## src/sv/h264_sps_resolution_parser_assert.svh

```systemverilog
// Assertion macros for the SPS resolution parser.
`ifndef H264_SPS_RESOLUTION_PARSER_ASSERT_SVH
`define H264_SPS_RESOLUTION_PARSER_ASSERT_SVH
`ifndef SYNTHESIS
`define SPS_ASSERT_IMPL(label, clk, rst, prop, msg) \
  label: assert property (@(posedge clk) disable iff (rst) (prop)) else $error(msg);
`define SPS_ASSERT_NEXT(label, clk, rst, ante, cons, msg) \
  label: assert property (@(posedge clk) disable iff (rst) (ante) |=> (cons)) else $error(msg);
`else
`define SPS_ASSERT_IMPL(label, clk, rst, prop, msg)
`define SPS_ASSERT_NEXT(label, clk, rst, ante, cons, msg)
`endif
`endif

```

## src/sv/sps_pkg.sv

```systemverilog
`default_nettype none
package sps_pkg;

  localparam int MAX_ZERO_RUN = 31;
  localparam int DIM_BITS = 16;
  localparam int QUEUE_DEPTH = 4;
  localparam int QPTR_BITS = $clog2(QUEUE_DEPTH);

  localparam logic [1:0] ST_OK = 2'd0;
  localparam logic [1:0] ST_HEADER = 2'd1;
  localparam logic [1:0] ST_TRUNC = 2'd2;
  localparam logic [1:0] ST_RANGE = 2'd3;

  typedef struct packed {
    logic [7:0] data_byte;
    logic first_byte;
    logic last_byte;
  } in_item_t;

  typedef struct packed {
    logic [15:0] width_pixels;
    logic [15:0] height_pixels;
    logic [1:0] status;
  } out_item_t;

  typedef enum logic [4:0] {
    PH_HDR, PH_PROFILE, PH_CONSTR, PH_LEVEL, PH_SPSID, PH_CHROMA, PH_SEPCOL,
    PH_DEPTHL, PH_DEPTHC, PH_BYPASS, PH_MATRIX, PH_LISTFLAG, PH_DELTA,
    PH_LOG2FN, PH_POCTYPE, PH_LOG2POC, PH_ALWAYSZ, PH_NONREF, PH_TOPBOT,
    PH_CYCLE, PH_REFOFF, PH_MAXREF, PH_GAPS, PH_WIDTH, PH_HEIGHT, PH_FMO,
    PH_MBAFF, PH_D8X8, PH_CROPF, PH_CROP, PH_DONE
  } phase_t;

  // Back-end sub-steps while a byte is consumed.
  typedef enum logic [1:0] {BE_IDLE, BE_BITS, BE_SIZE1, BE_SIZE2} be_state_t;

  // Fixed field width in bits; zero means an Exp-Golomb code.
  function automatic logic [3:0] field_bits(input phase_t p);
    case (p)
      PH_PROFILE, PH_CONSTR, PH_LEVEL: field_bits = 4'd8;
      PH_SEPCOL, PH_BYPASS, PH_MATRIX, PH_LISTFLAG, PH_ALWAYSZ, PH_GAPS,
      PH_FMO, PH_MBAFF, PH_D8X8, PH_CROPF: field_bits = 4'd1;
      default: field_bits = 4'd0;
    endcase
  endfunction

  function automatic logic is_high_profile(input logic [7:0] p);
    is_high_profile = (p == 8'd100) || (p == 8'd110) || (p == 8'd122) ||
                      (p == 8'd244) || (p == 8'd44) || (p == 8'd83) ||
                      (p == 8'd86) || (p == 8'd118) || (p == 8'd128) ||
                      (p == 8'd138) || (p == 8'd139) || (p == 8'd134) ||
                      (p == 8'd135);
  endfunction

endpackage
`default_nettype wire

```

## src/sv/sps_queue.sv

```systemverilog
`default_nettype none
module sps_queue (
  input  wire logic clk,
  input  wire logic rst,
  input  wire logic wr_en,
  input  wire sps_pkg::in_item_t wr_data,
  output logic full,
  input  wire logic rd_en,
  output sps_pkg::in_item_t rd_data,
  output logic empty
);
  import sps_pkg::*;

  in_item_t mem [QUEUE_DEPTH];
  logic [QPTR_BITS-1:0] wr_ptr, rd_ptr;
  logic [QPTR_BITS:0] count;

  assign full = (count == (QPTR_BITS+1)'(QUEUE_DEPTH));
  assign empty = (count == '0);
  assign rd_data = mem[rd_ptr];

  always_ff @(posedge clk) begin
    if (wr_en && !full) mem[wr_ptr] <= wr_data;
  end

  always_ff @(posedge clk) begin
    if (rst) begin
      wr_ptr <= '0;
      rd_ptr <= '0;
      count <= '0;
    end else begin
      if (wr_en && !full)
        wr_ptr <= (wr_ptr == QPTR_BITS'(QUEUE_DEPTH-1)) ? '0 : wr_ptr + 1'b1;
      if (rd_en && !empty)
        rd_ptr <= (rd_ptr == QPTR_BITS'(QUEUE_DEPTH-1)) ? '0 : rd_ptr + 1'b1;
      count <= count + (QPTR_BITS+1)'(wr_en && !full) - (QPTR_BITS+1)'(rd_en && !empty);
    end
  end
endmodule
`default_nettype wire

```

## src/sv/sps_engine.sv

```systemverilog
`default_nettype none
module sps_engine (
  input  wire logic clk,
  input  wire logic rst,
  input  wire sps_pkg::in_item_t q_data,
  input  wire logic q_empty,
  output logic q_pop,
  output sps_pkg::out_item_t res_data,
  output logic res_valid,
  input  wire logic res_pop
);
  import sps_pkg::*;

  be_state_t be, be_next;
  phase_t phase;
  logic [2:0] header_count;
  logic [5:0] zero_run, suffix_left;
  logic in_suffix;
  logic [31:0] code_value;
  logic [7:0] profile_code;
  logic [1:0] chroma_format;
  logic [3:0] list_index;
  logic [6:0] coef_count;
  logic [7:0] last_scale, next_scale;
  logic [31:0] cycle_left, width_mbs, height_units;
  logic frame_only_flag;
  logic [31:0] crop_offsets [4];
  logic [7:0] cur_byte;
  logic [2:0] bit_idx;
  logic cur_last;
  logic started;
  // Size stage registers.
  logic [37:0] w_full, h_full, cw, ch;

  // Combinational working copies for one bit.
  phase_t n_phase;
  logic [5:0] n_zero_run, n_suffix_left;
  logic n_in_suffix;
  logic [31:0] n_code_value, n_cycle_left, n_width, n_height;
  logic [7:0] n_profile, n_last_scale, n_next_scale;
  logic [1:0] n_chroma;
  logic [3:0] n_list;
  logic [6:0] n_coef;
  logic n_frame_only;
  logic [31:0] n_crop [4];
  logic n_emit, n_size;
  logic [1:0] n_status;
  logic [31:0] fval, se_v;
  logic fdone, bitv;

  function automatic void do_start(input phase_t p, output phase_t ph,
                                   output logic [31:0] cv, output logic [5:0] zr,
                                   output logic isf, output logic [5:0] sl);
    ph = p;
    cv = '0;
    zr = '0;
    isf = (field_bits(p) != 4'd0);
    sl = {2'b00, field_bits(p)};
  endfunction

  assign bitv = cur_byte[bit_idx];

  always_comb begin
    logic [31:0] k;
    logic [4:0] lists;
    logic [6:0] size;
    logic scale_chk;
    n_phase = phase; n_zero_run = zero_run; n_suffix_left = suffix_left;
    n_in_suffix = in_suffix; n_code_value = code_value; n_cycle_left = cycle_left;
    n_width = width_mbs; n_height = height_units; n_profile = profile_code;
    n_last_scale = last_scale; n_next_scale = next_scale; n_chroma = chroma_format;
    n_list = list_index; n_coef = coef_count; n_frame_only = frame_only_flag;
    n_crop = crop_offsets; n_emit = 1'b0; n_size = 1'b0; n_status = ST_OK;
    fdone = 1'b0; fval = '0; scale_chk = 1'b0;
    k = '0; lists = '0; size = '0; se_v = '0;
    if (in_suffix) begin
      n_code_value = {code_value[30:0], bitv};
      n_suffix_left = suffix_left - 6'd1;
      if (n_suffix_left == '0) begin
        fdone = 1'b1;
        fval = ((32'd1 << zero_run) - 32'd1) + n_code_value;
      end
    end else if (bitv) begin
      if (zero_run == '0) begin
        fdone = 1'b1;
      end else begin
        n_in_suffix = 1'b1;
        n_suffix_left = zero_run;
        n_code_value = '0;
      end
    end else if (zero_run >= 6'(MAX_ZERO_RUN)) begin
      n_emit = 1'b1; n_status = ST_RANGE;
    end else begin
      n_zero_run = zero_run + 6'd1;
    end
    if (fdone) begin
      k = fval + 32'd1;
      se_v = k[0] ? (32'd0 - {1'b0, k[31:1]}) : {1'b0, k[31:1]};
      case (phase)
        PH_PROFILE: begin
          n_profile = fval[7:0];
          do_start(PH_CONSTR, n_phase, n_code_value, n_zero_run, n_in_suffix, n_suffix_left);
        end
        PH_CONSTR: do_start(PH_LEVEL, n_phase, n_code_value, n_zero_run, n_in_suffix,
                            n_suffix_left);
        PH_LEVEL: do_start(PH_SPSID, n_phase, n_code_value, n_zero_run, n_in_suffix,
                           n_suffix_left);
        PH_SPSID: do_start(is_high_profile(profile_code) ? PH_CHROMA : PH_LOG2FN,
                           n_phase, n_code_value, n_zero_run, n_in_suffix, n_suffix_left);
        PH_CHROMA: begin
          if (fval > 32'd3) begin
            n_emit = 1'b1; n_status = ST_RANGE;
          end else begin
            n_chroma = fval[1:0];
            do_start((fval == 32'd3) ? PH_SEPCOL : PH_DEPTHL, n_phase, n_code_value,
                     n_zero_run, n_in_suffix, n_suffix_left);
          end
        end
        PH_SEPCOL: do_start(PH_DEPTHL, n_phase, n_code_value, n_zero_run, n_in_suffix,
                            n_suffix_left);
        PH_DEPTHL: do_start(PH_DEPTHC, n_phase, n_code_value, n_zero_run, n_in_suffix,
                            n_suffix_left);
        PH_DEPTHC: do_start(PH_BYPASS, n_phase, n_code_value, n_zero_run, n_in_suffix,
                            n_suffix_left);
        PH_BYPASS: do_start(PH_MATRIX, n_phase, n_code_value, n_zero_run, n_in_suffix,
                            n_suffix_left);
        PH_MATRIX: begin
          n_list = '0;
          do_start((fval != 0) ? PH_LISTFLAG : PH_LOG2FN, n_phase, n_code_value,
                   n_zero_run, n_in_suffix, n_suffix_left);
        end
        PH_LISTFLAG: begin
          n_coef = '0;
          n_last_scale = 8'd8;
          n_next_scale = (fval != 0) ? 8'd8 : 8'd0;
          scale_chk = 1'b1;
        end
        PH_DELTA: begin
          n_next_scale = last_scale + se_v[7:0];
          if (n_next_scale != 0) n_last_scale = n_next_scale;
          n_coef = coef_count + 7'd1;
          scale_chk = 1'b1;
        end
        PH_LOG2FN: do_start(PH_POCTYPE, n_phase, n_code_value, n_zero_run, n_in_suffix,
                            n_suffix_left);
        PH_POCTYPE: do_start((fval == 0) ? PH_LOG2POC : (fval == 1) ? PH_ALWAYSZ
                             : PH_MAXREF, n_phase, n_code_value, n_zero_run,
                             n_in_suffix, n_suffix_left);
        PH_LOG2POC: do_start(PH_MAXREF, n_phase, n_code_value, n_zero_run, n_in_suffix,
                             n_suffix_left);
        PH_ALWAYSZ: do_start(PH_NONREF, n_phase, n_code_value, n_zero_run, n_in_suffix,
                             n_suffix_left);
        PH_NONREF: do_start(PH_TOPBOT, n_phase, n_code_value, n_zero_run, n_in_suffix,
                            n_suffix_left);
        PH_TOPBOT: do_start(PH_CYCLE, n_phase, n_code_value, n_zero_run, n_in_suffix,
                            n_suffix_left);
        PH_CYCLE: begin
          n_cycle_left = fval;
          do_start((fval != 0) ? PH_REFOFF : PH_MAXREF, n_phase, n_code_value,
                   n_zero_run, n_in_suffix, n_suffix_left);
        end
        PH_REFOFF: begin
          n_cycle_left = cycle_left - 32'd1;
          do_start((n_cycle_left != 0) ? PH_REFOFF : PH_MAXREF, n_phase, n_code_value,
                   n_zero_run, n_in_suffix, n_suffix_left);
        end
        PH_MAXREF: do_start(PH_GAPS, n_phase, n_code_value, n_zero_run, n_in_suffix,
                            n_suffix_left);
        PH_GAPS: do_start(PH_WIDTH, n_phase, n_code_value, n_zero_run, n_in_suffix,
                          n_suffix_left);
        PH_WIDTH: begin
          n_width = fval;
          do_start(PH_HEIGHT, n_phase, n_code_value, n_zero_run, n_in_suffix,
                   n_suffix_left);
        end
        PH_HEIGHT: begin
          n_height = fval;
          do_start(PH_FMO, n_phase, n_code_value, n_zero_run, n_in_suffix, n_suffix_left);
        end
        PH_FMO: begin
          n_frame_only = fval[0];
          do_start(fval[0] ? PH_D8X8 : PH_MBAFF, n_phase, n_code_value, n_zero_run,
                   n_in_suffix, n_suffix_left);
        end
        PH_MBAFF: do_start(PH_D8X8, n_phase, n_code_value, n_zero_run, n_in_suffix,
                           n_suffix_left);
        PH_D8X8: do_start(PH_CROPF, n_phase, n_code_value, n_zero_run, n_in_suffix,
                          n_suffix_left);
        PH_CROPF: begin
          if (fval != 0) begin
            n_list = '0;
            do_start(PH_CROP, n_phase, n_code_value, n_zero_run, n_in_suffix,
                     n_suffix_left);
          end else begin
            n_size = 1'b1;
          end
        end
        PH_CROP: begin
          n_crop[list_index[1:0]] = fval;
          n_list = list_index + 4'd1;
          if (n_list < 4'd4)
            do_start(PH_CROP, n_phase, n_code_value, n_zero_run, n_in_suffix,
                     n_suffix_left);
          else
            n_size = 1'b1;
        end
        default: begin
          n_emit = 1'b1; n_status = ST_RANGE;
        end
      endcase
      if (scale_chk) begin
        size = (list_index < 4'd6) ? 7'd16 : 7'd64;
        lists = (chroma_format == 2'd3) ? 5'd12 : 5'd8;
        if (n_coef < size && n_next_scale != 0) begin
          do_start(PH_DELTA, n_phase, n_code_value, n_zero_run, n_in_suffix,
                   n_suffix_left);
        end else begin
          n_list = list_index + 4'd1;
          do_start(({1'b0, n_list} < lists) ? PH_LISTFLAG : PH_LOG2FN, n_phase,
                   n_code_value, n_zero_run, n_in_suffix, n_suffix_left);
        end
      end
    end
  end

  logic fresh;
  logic [7:0] hdr_exp;
  assign fresh = q_data.first_byte || !started;

  always_comb begin
    case (fresh ? 3'd0 : header_count)
      3'd3: hdr_exp = 8'h01;
      3'd4: hdr_exp = 8'h67;
      default: hdr_exp = 8'h00;
    endcase
  end

  // A new byte is taken only when the result slot is free, so every byte can emit.
  always_comb begin
    be_next = be;
    q_pop = 1'b0;
    case (be)
      BE_IDLE: if (!q_empty && !res_valid) q_pop = 1'b1;
      BE_BITS, BE_SIZE1, BE_SIZE2: be_next = be;
      default: be_next = BE_IDLE;
    endcase
  end

  logic [37:0] d_w, d_h, lim;
  logic [1:0] ux, uy_c;
  assign lim = (38'd1 << DIM_BITS) - 38'd1;
  assign d_w = w_full - cw;
  assign d_h = h_full - ch;
  assign ux = (chroma_format == 2'd1 || chroma_format == 2'd2) ? 2'd2 : 2'd1;
  assign uy_c = (chroma_format == 2'd1) ? 2'd2 : 2'd1;

  function automatic out_item_t mk(input logic [15:0] w, input logic [15:0] h,
                                   input logic [1:0] s);
    out_item_t r;
    r.width_pixels = w;
    r.height_pixels = h;
    r.status = s;
    return r;
  endfunction

  always_ff @(posedge clk) begin
    if (rst) begin
      be <= BE_IDLE;
      phase <= PH_HDR;
      started <= 1'b0;
      res_valid <= 1'b0;
      header_count <= '0;
    end else begin
      if (res_valid && res_pop) res_valid <= 1'b0;
      case (be)
        BE_IDLE: begin
          if (q_pop) begin
            started <= 1'b1;
            cur_byte <= q_data.data_byte;
            cur_last <= q_data.last_byte;
            bit_idx <= 3'd7;
            if (fresh) begin
              zero_run <= '0; suffix_left <= '0; code_value <= '0; in_suffix <= 1'b0;
              profile_code <= '0; chroma_format <= 2'd1; list_index <= '0;
              coef_count <= '0; last_scale <= 8'd8; next_scale <= 8'd8;
              cycle_left <= '0; width_mbs <= '0; height_units <= '0;
              frame_only_flag <= 1'b0;
              for (int i = 0; i < 4; i++) crop_offsets[i] <= '0;
            end
            if (!fresh && phase == PH_DONE) begin
              // ignored
            end else if (fresh || phase == PH_HDR) begin
              if (!fresh && header_count >= 3'd5 || q_data.data_byte != hdr_exp) begin
                res_data <= mk('0, '0, ST_HEADER); res_valid <= 1'b1; phase <= PH_DONE;
                header_count <= fresh ? 3'd0 : header_count;
              end else begin
                header_count <= (fresh ? 3'd0 : header_count) + 3'd1;
                if ((fresh ? 3'd0 : header_count) == 3'd4) begin
                  phase <= PH_PROFILE; in_suffix <= 1'b1; suffix_left <= 6'd8;
                  code_value <= '0; zero_run <= '0;
                end else begin
                  phase <= PH_HDR;
                end
                if (q_data.last_byte && (fresh ? 3'd0 : header_count) != 3'd4) begin
                  res_data <= mk('0, '0, ST_TRUNC); res_valid <= 1'b1; phase <= PH_DONE;
                end else if (q_data.last_byte) begin
                  res_data <= mk('0, '0, ST_TRUNC); res_valid <= 1'b1; phase <= PH_DONE;
                end
              end
            end else begin
              be <= BE_BITS;
            end
          end
        end
        BE_BITS: begin
          phase <= n_phase; zero_run <= n_zero_run; suffix_left <= n_suffix_left;
          in_suffix <= n_in_suffix; code_value <= n_code_value; cycle_left <= n_cycle_left;
          width_mbs <= n_width; height_units <= n_height; profile_code <= n_profile;
          last_scale <= n_last_scale; next_scale <= n_next_scale; chroma_format <= n_chroma;
          list_index <= n_list; coef_count <= n_coef; frame_only_flag <= n_frame_only;
          crop_offsets <= n_crop;
          bit_idx <= bit_idx - 3'd1;
          if (n_emit) begin
            res_data <= mk('0, '0, n_status); res_valid <= 1'b1;
            phase <= PH_DONE; be <= BE_IDLE;
          end else if (n_size) begin
            phase <= PH_DONE; be <= BE_SIZE1;
          end else if (bit_idx == 3'd0) begin
            be <= BE_IDLE;
            if (cur_last) begin
              res_data <= mk('0, '0, ST_TRUNC); res_valid <= 1'b1; phase <= PH_DONE;
            end
          end
        end
        BE_SIZE1: begin
          w_full <= ({6'd0, width_mbs} + 38'd1) << 4;
          h_full <= (({6'd0, height_units} + 38'd1) << 4) << !frame_only_flag;
          cw <= ({6'd0, crop_offsets[0]} + {6'd0, crop_offsets[1]}) << (ux == 2'd2);
          ch <= (({6'd0, crop_offsets[2]} + {6'd0, crop_offsets[3]}) << (uy_c == 2'd2))
                << !frame_only_flag;
          be <= BE_SIZE2;
        end
        BE_SIZE2: begin
          be <= BE_IDLE;
          res_valid <= 1'b1;
          if (cw >= w_full || ch >= h_full || d_w > lim || d_h > lim)
            res_data <= mk('0, '0, ST_RANGE);
          else
            res_data <= mk(d_w[15:0], d_h[15:0], ST_OK);
        end
        default: be <= be_next;
      endcase
    end
  end
endmodule
`default_nettype wire

```

## src/sv/h264_sps_resolution_parser.sv

```systemverilog
// Channel | Dir | Handshake   | Payload
// in      | in  | push / full | data_byte, first_byte, last_byte
// out     | out | pop / empty | width_pixels, height_pixels, status
// A byte waits in a four-entry queue; the engine takes one bit per cycle of a body byte
// and no new byte until it is through with the last; a header byte is checked whole.
// A result moves from the engine into the output register when that is empty or popped,
// and the engine takes no byte while its own result slot is still full.
// The queue fills while the engine works or while two results wait unread.
// Reset (rst, synchronous) empties the queue and restarts header search.
`default_nettype none
`include "h264_sps_resolution_parser_assert.svh"
module h264_sps_resolution_parser (
  input  wire logic clk,
  input  wire logic rst,
  input  wire logic push,
  output logic full,
  input  wire sps_pkg::in_item_t in_item,
  output logic empty,
  input  wire logic pop,
  output sps_pkg::out_item_t out_item
);
  import sps_pkg::*;

  in_item_t q_data;
  out_item_t eng_data;
  logic q_empty, q_pop, eng_valid, eng_pop, out_valid, err_sized;

  sps_queue u_queue (
    .clk(clk), .rst(rst), .wr_en(push), .wr_data(in_item), .full(full),
    .rd_en(q_pop), .rd_data(q_data), .empty(q_empty)
  );

  sps_engine u_engine (
    .clk(clk), .rst(rst), .q_data(q_data), .q_empty(q_empty), .q_pop(q_pop),
    .res_data(eng_data), .res_valid(eng_valid), .res_pop(eng_pop)
  );

  // The output register lets the engine go on with the next unit while a result waits.
  assign eng_pop = !out_valid || pop;

  always_ff @(posedge clk) begin
    if (rst) begin
      out_valid <= 1'b0;
    end else if (eng_valid && eng_pop) begin
      out_valid <= 1'b1;
    end else if (pop) begin
      out_valid <= 1'b0;
    end
  end

  always_ff @(posedge clk) begin
    if (eng_valid && eng_pop) out_item <= eng_data;
  end

  assign empty = !out_valid;
  assign err_sized = (out_item.status == ST_OK) ||
                     (out_item.width_pixels == 16'd0 && out_item.height_pixels == 16'd0);

  `SPS_ASSERT_IMPL(a_err_zero, clk, rst, !out_valid || err_sized, "error result with size")
  `SPS_ASSERT_NEXT(a_hold, clk, rst, out_valid && !pop, out_valid && $stable(out_item), "held")
  `SPS_ASSERT_IMPL(a_pop_q, clk, rst, !(q_pop && q_empty), "pop from empty queue")
endmodule
`default_nettype wire

```

## config.mk

```make
export PLATFORM = sky130hd
export DESIGN_NAME = h264_sps_resolution_parser
export DESIGN_NICKNAME = d
export VERILOG_FILES = /design/src/sv/sps_pkg.sv /design/src/sv/sps_queue.sv /design/src/sv/sps_engine.sv /design/src/sv/h264_sps_resolution_parser.sv
export VERILOG_INCLUDE_DIRS = /design/src /design/src/sv
export SDC_FILE = /design/constraint.sdc
export NUM_CORES = 2
export LEC_CHECK = 0
export ABC_CLOCK_PERIOD_IN_PS = 14660
export BUFFER_PORTS_ARGS = -buffer_cell sky130_fd_sc_hd__buf_4
export CORE_ASPECT_RATIO = 0.8
export CORE_MARGIN = 5
export CORE_UTILIZATION = 60
export CTS_BUF_LIST = sky130_fd_sc_hd__clkbuf_8 sky130_fd_sc_hd__clkbuf_16
export CTS_CLUSTER_SIZE = 30
export DETAILED_ROUTE_END_ITERATION = 10
export PLACE_DENSITY_LB_ADDON = 0.12
export RECOVER_POWER = 25
export SYNTH_ARGS = -nofsm -noshare
export SYNTH_HDL_FRONTEND = slang
export SYNTH_SLANG_ARGS = --single-unit
```

## constraint.sdc

```tcl
create_clock -name clk -period 14.66 [get_ports clk]
set_input_delay 0.733 -clock clk [delete_from_list [all_inputs] [get_ports clk]]
set_output_delay 0.733 -clock clk [all_outputs]
set_load 0.05 [all_outputs]
```

==> results.json <==
{
  "drc_errors": 0,
  "fmax_mhz": 128,
  "gr-usage-met1_pct": 47.0,
  "root_buffer": "clkbuf_16",
  "grt_max_degree": 94,
  "routedWlPerCell_um": 23.3,
  "ys_warn_count": 0,
  "vdd_drop_max_mv": 0.128,
  "vias_per_cell": 6.47,
  "area.growth.synth_to_final_pct": 7.94,
  "slowest_delay_ns": 0.96,
  "worst-path-buf-inv": 3,
  "critical-path-slowest-cell": "o21ai_2",
  "crit_family": "simple AND/OR/NAND/NOR gates",
  "dieHeight_um": 234,
  "num_rows": 82,
  "maxCapViolCount": 5,
  "postCtsSetupRepairBufs": 0,
  "drt-total-wl_um": 108000,
  "regArea_um2": 17100,
  "finalWeightedCongestion": 0.974,
  "period_minus_slack_ns": 7.78,
  "antenna_found_initial": 2,
  "cts-htree-levels": 2,
  "synthArstFlopShare_pct": 0,
  "drtAntennaViolNets": 0,
  "die-area_um2": 68100,
  "end_kind": "flop",
  "clkLatencyLatePin_ns": 0.64,
  "crit_type": "flop to flop",
  "synth-edff-count": 554,
  "tightest_slew_ns": 3.01,
  "clk_pin_slew_ns": 0.06,
  "hpwl_um": 81000,
  "hold_buffers": 0,
  "grt_util_met2_pct": 45.1,
  "multi_input_area_um2": 19200,
  "dieWidth_um": 291,
  "cts_resized": 0,
  "period_share_pct": 53.1,
  "final-hold-violation-count": 0,
  "outcome": "finished, violations left",
  "grt_pass1_wl_um": 166000,
  "top_usage_layer": "met1",
  "synth_fp_nets": 4018,
  "grt_pass1_vias": 28400,
  "clock_path_buffers": 3,
  "fin_skew_ns": 0.0235,
  "syn_inst": 3769,
  "hp-class": "input port to flop",
  "portBuffers": 49,
  "setup_viol": 0,
  "slew_headroom_pct": -101,
  "holdWs_ns": 0.363,
  "required_ns": 15.15,
  "syn_avg_cell_area_um2": 10.0,
  "finalNonFillerCells": 4656,
  "cp_max_fo": 31,
  "drt-initial-drc-count": 3797,
  "io_pins": 50,
  "p_leak_nw": 15.6,
  "core_um2": 62500,
  "gr-total-overflow": 0,
  "synth_area_um2": 37800,
  "cts_sinks": 576,
  "cp_cell_sequence": "inv_1 -> ha_1 -> nor3b_1 -> nand2_1 -> ha_1 -> inv_1 -> ha_1 -> inv_1 -> fa_1 -> nand2b_1 -> a21oi_2 -> nor3_1 -> o32a_1 -> or4_1 -> o31a_1 -> or4_4 -> nor4_1 -> and3_1 -> a31oi_1 -> a31o_2 -> o21ai_2 -> a22o_1",
  "fillers": 4971,
  "cts_made_buffers": 60,
  "dp.cells": 4540,
  "power.density_nw_per_um2": 197,
  "synth_top_flop_cell": "edfxtp_1",
  "gr-usage-met3_pct": 5.94,
  "violations": "capacitance limit, slew limit",
  "final_nets": 4011,
  "seq_area_frac_synth_pct": 45.2,
  "drive_gt1_share_pct": 6.61,
  "cp.arrival_ns": 8.27,
  "cts_tree": "done",
  "firstDrtPassIters": 7,
  "synth-seq-cells": 576,
  "cp-start-kind": "flop",
  "rsz0062_at_grt": "false",
  "netlist-cell-type-count": 95,
  "tns_ns": 0,
  "initial_core_util_pct": 60.5,
  "num_vias": 30100,
  "grt.total_usage_pct": 30.9,
  "slew_violations": 247
}
-- cells in the mapped netlist, drive strengths merged (10+ instances only) --
cell type | instances | area share, %
mux2i | 181 | 4.8
or2 | 15 | 0.25
xor2 | 81 | 1.9
nand4 | 40 | 0.66
nand2 | 224 | 2.2
o21bai | 19 | 0.39
o211ai | 15 | 0.30
nor2b | 37 | 0.61
or3 | 19 | 0.31
a2111oi | 11 | 0.32
nor2 | 421 | 4.2
mux2 | 36 | 1.1
a221oi | 10 | 0.23
nand3 | 88 | 1.2
nor4 | 31 | 0.51
nor3b | 14 | 0.28
mux4 | 12 | 0.72
dfxtp | 22 | 1.2
a31o | 10 | 0.23
nand2b | 43 | 0.71
o21ai | 148 | 2.0
and2 | 73 | 1.2
edfxtp | 554 | 44
a211o | 12 | 0.28
clkbuf | 121 | 1.2
xnor2 | 144 | 3.3
o22ai | 16 | 0.27
a211oi | 53 | 1.1
a21o | 110 | 2.2
a311oi | 10 | 0.23
buf | 40 | 0.45
a22oi | 13 | 0.26
inv | 252 | 2.5
a22o | 32 | 0.74
a21boi | 11 | 0.22
a31oi | 47 | 0.78
o21a | 32 | 0.64
and3 | 49 | 0.81
nand3b | 10 | 0.20
nor3 | 104 | 1.4
a21oi | 257 | 3.4
ha | 230 | 7.6
-- flip-flops by register name (all words and copies together) (netlist names), 4 cells and up, named ones only --
register	flops
out_item	34
u_engine.ch	35
u_engine.code_value	31
u_engine.coef_count	7
u_engine.crop_offsets	128
u_engine.cur_byte	8
u_engine.cw	34
u_engine.cycle_left	32
u_engine.h_full	34
u_engine.height_units	32
u_engine.last_scale	8
u_engine.list_index	4
u_engine.phase	5
u_engine.profile_code	8
u_engine.res_data	34
u_engine.suffix_left	6
u_engine.w_full	33
u_engine.width_mbs	32
u_engine.zero_run	6
u_queue.mem	40
-- stage by stage --
step / cell area [µm²] / total power [mW] / setup slack (ns) / util (%)
after global placement: 39000 / 6.31 / 7.32 / 62.4
after floorplan: 37800 / 5.38 / 2.63 / -
after detailed placement: 39000 / 6.42 / 7.02 / 62.4
final: 40800 / 8.02 / 6.88 / 65.3
after global routing: 40800 / 8.47 / 6.36 / 65.2
after CTS: 41000 / 7.96 / 6.98 / 65.6
-- placed cells by master, fill, tap and decap left out, drive strengths merged, types with 12 or more instances in the layout --
master,instances
and3,49
clkinv,36
dfxtp,22
nand4,40
a22o,32
nor3,104
a21o,110
nor4,31
nor2,421
a22oi,13
or3,19
nor3b,14
mux2,36
o21bai,19
mux2i,181
o21ai,148
a21oi,257
a31oi,47
ha,230
nand3,88
o22ai,16
a211o,12
xor2,81
nand2b,43
mux4,12
and2,73
a211oi,53
or2,15
inv,261
o21a,32
clkbuf,114
o211ai,15
xnor2,144
edfxtp,554
nand2,224
nor2b,37
buf,43
-- layer usage --
| layer | routed length [µm] | vias to the layer above | part of all wire [%] |
|---|---|---|---|
| met2 | 44600 | 1450 | 41 |
| met4 | 3810 | 2 | 3.5 |
| met5 | 13 | - | 0.012 |
| met3 | 10900 | 189 | 10 |
| met1 | 49100 | 14600 | 45 |
| li1 | - | 13900 | - |
-- path summary, 6_finish.rpt --
| kind | from | end | slack, ns | cells after the start |
|---|---|---|---|---|
| hold / removal | in_item[0] | u_queue.mem[3][0]$_DFFE_PP_ | 0.36 | 1 |
| setup reg to reg | u_engine.zero_run[0]$_DFFE_PP_ | u_engine.code_value[27]$_DFFE_PP_ | 6.88 | 22 |
| hold reg to reg | u_engine.res_data[10]$_SDFFCE_PP0P_ | out_item[10]$_DFFE_PP_ | 0.42 | 0 |
| setup / recovery | u_engine.zero_run[0]$_DFFE_PP_ | u_engine.code_value[27]$_DFFE_PP_ | 6.88 | 22 |
-- worst reg2reg max path, cell delays in order, from the launching register on --
cell      delay (ns)
edfxtp_1        0.51
inv_1           0.15
ha_1            0.22
nor3b_1         0.43
nand2_1         0.22
ha_1            0.25
inv_1           0.05
ha_1            0.21
inv_1           0.07
fa_1            0.43
nand2b_1        0.21
a21oi_2         0.27
nor3_1          0.09
o32a_1          0.28
or4_1           0.56
o31a_1          0.31
or4_4           0.51
nor4_1          0.60
and3_1          0.38
a31oi_1         0.26
a31o_2          0.41
o21ai_2         0.96
a22o_1          0.27
-- power by group --
| group | total (mW) | internal [mW] | switching [mW] |
|---|---|---|---|
| registers | 2.72 | 2.40 | 0.318 |
| clock network | 1.53 | 0.850 | 0.682 |
| logic | 3.77 | 1.36 | 2.41 |
| total | 8.02 | 4.61 | 3.41 |
-- area by class of cell --
type / instances / share of cell area (%)
Multi-Input combinational cell: 2776 / 47.1
Tap cell: 840 / 2.58
Inverter: 255 / 2.35
Timing Repair Buffer: 93 / 1.25
Antenna cell: 2 / 0.0123
Clock inverter: 50 / 0.933
Clock buffer: 64 / 3.87
Sequential cell: 576 / 41.9
-- logic make-up (layout without fill, tap and decap cells) --
| kind of cell | count (synthesis) | count (layout) | synth area share [%] |
|---|---|---|---|
| XOR/XNOR | 226 | 226 | 5.28 |
| multiplexers | 229 | 229 | 6.59 |
| buffers and inverters | 417 | 462 | 4.21 |
| AO/OA/AOI/OAI | 885 | 885 | 15.5 |
| other | 0 | 2 | 0 |
| flip-flops | 576 | 576 | 45.2 |
| AND/OR/NAND/NOR | 1201 | 1201 | 15.4 |
| adder cells (fa/ha/maj) | 235 | 235 | 7.88 |
Power figures use the tool's default switching activity.
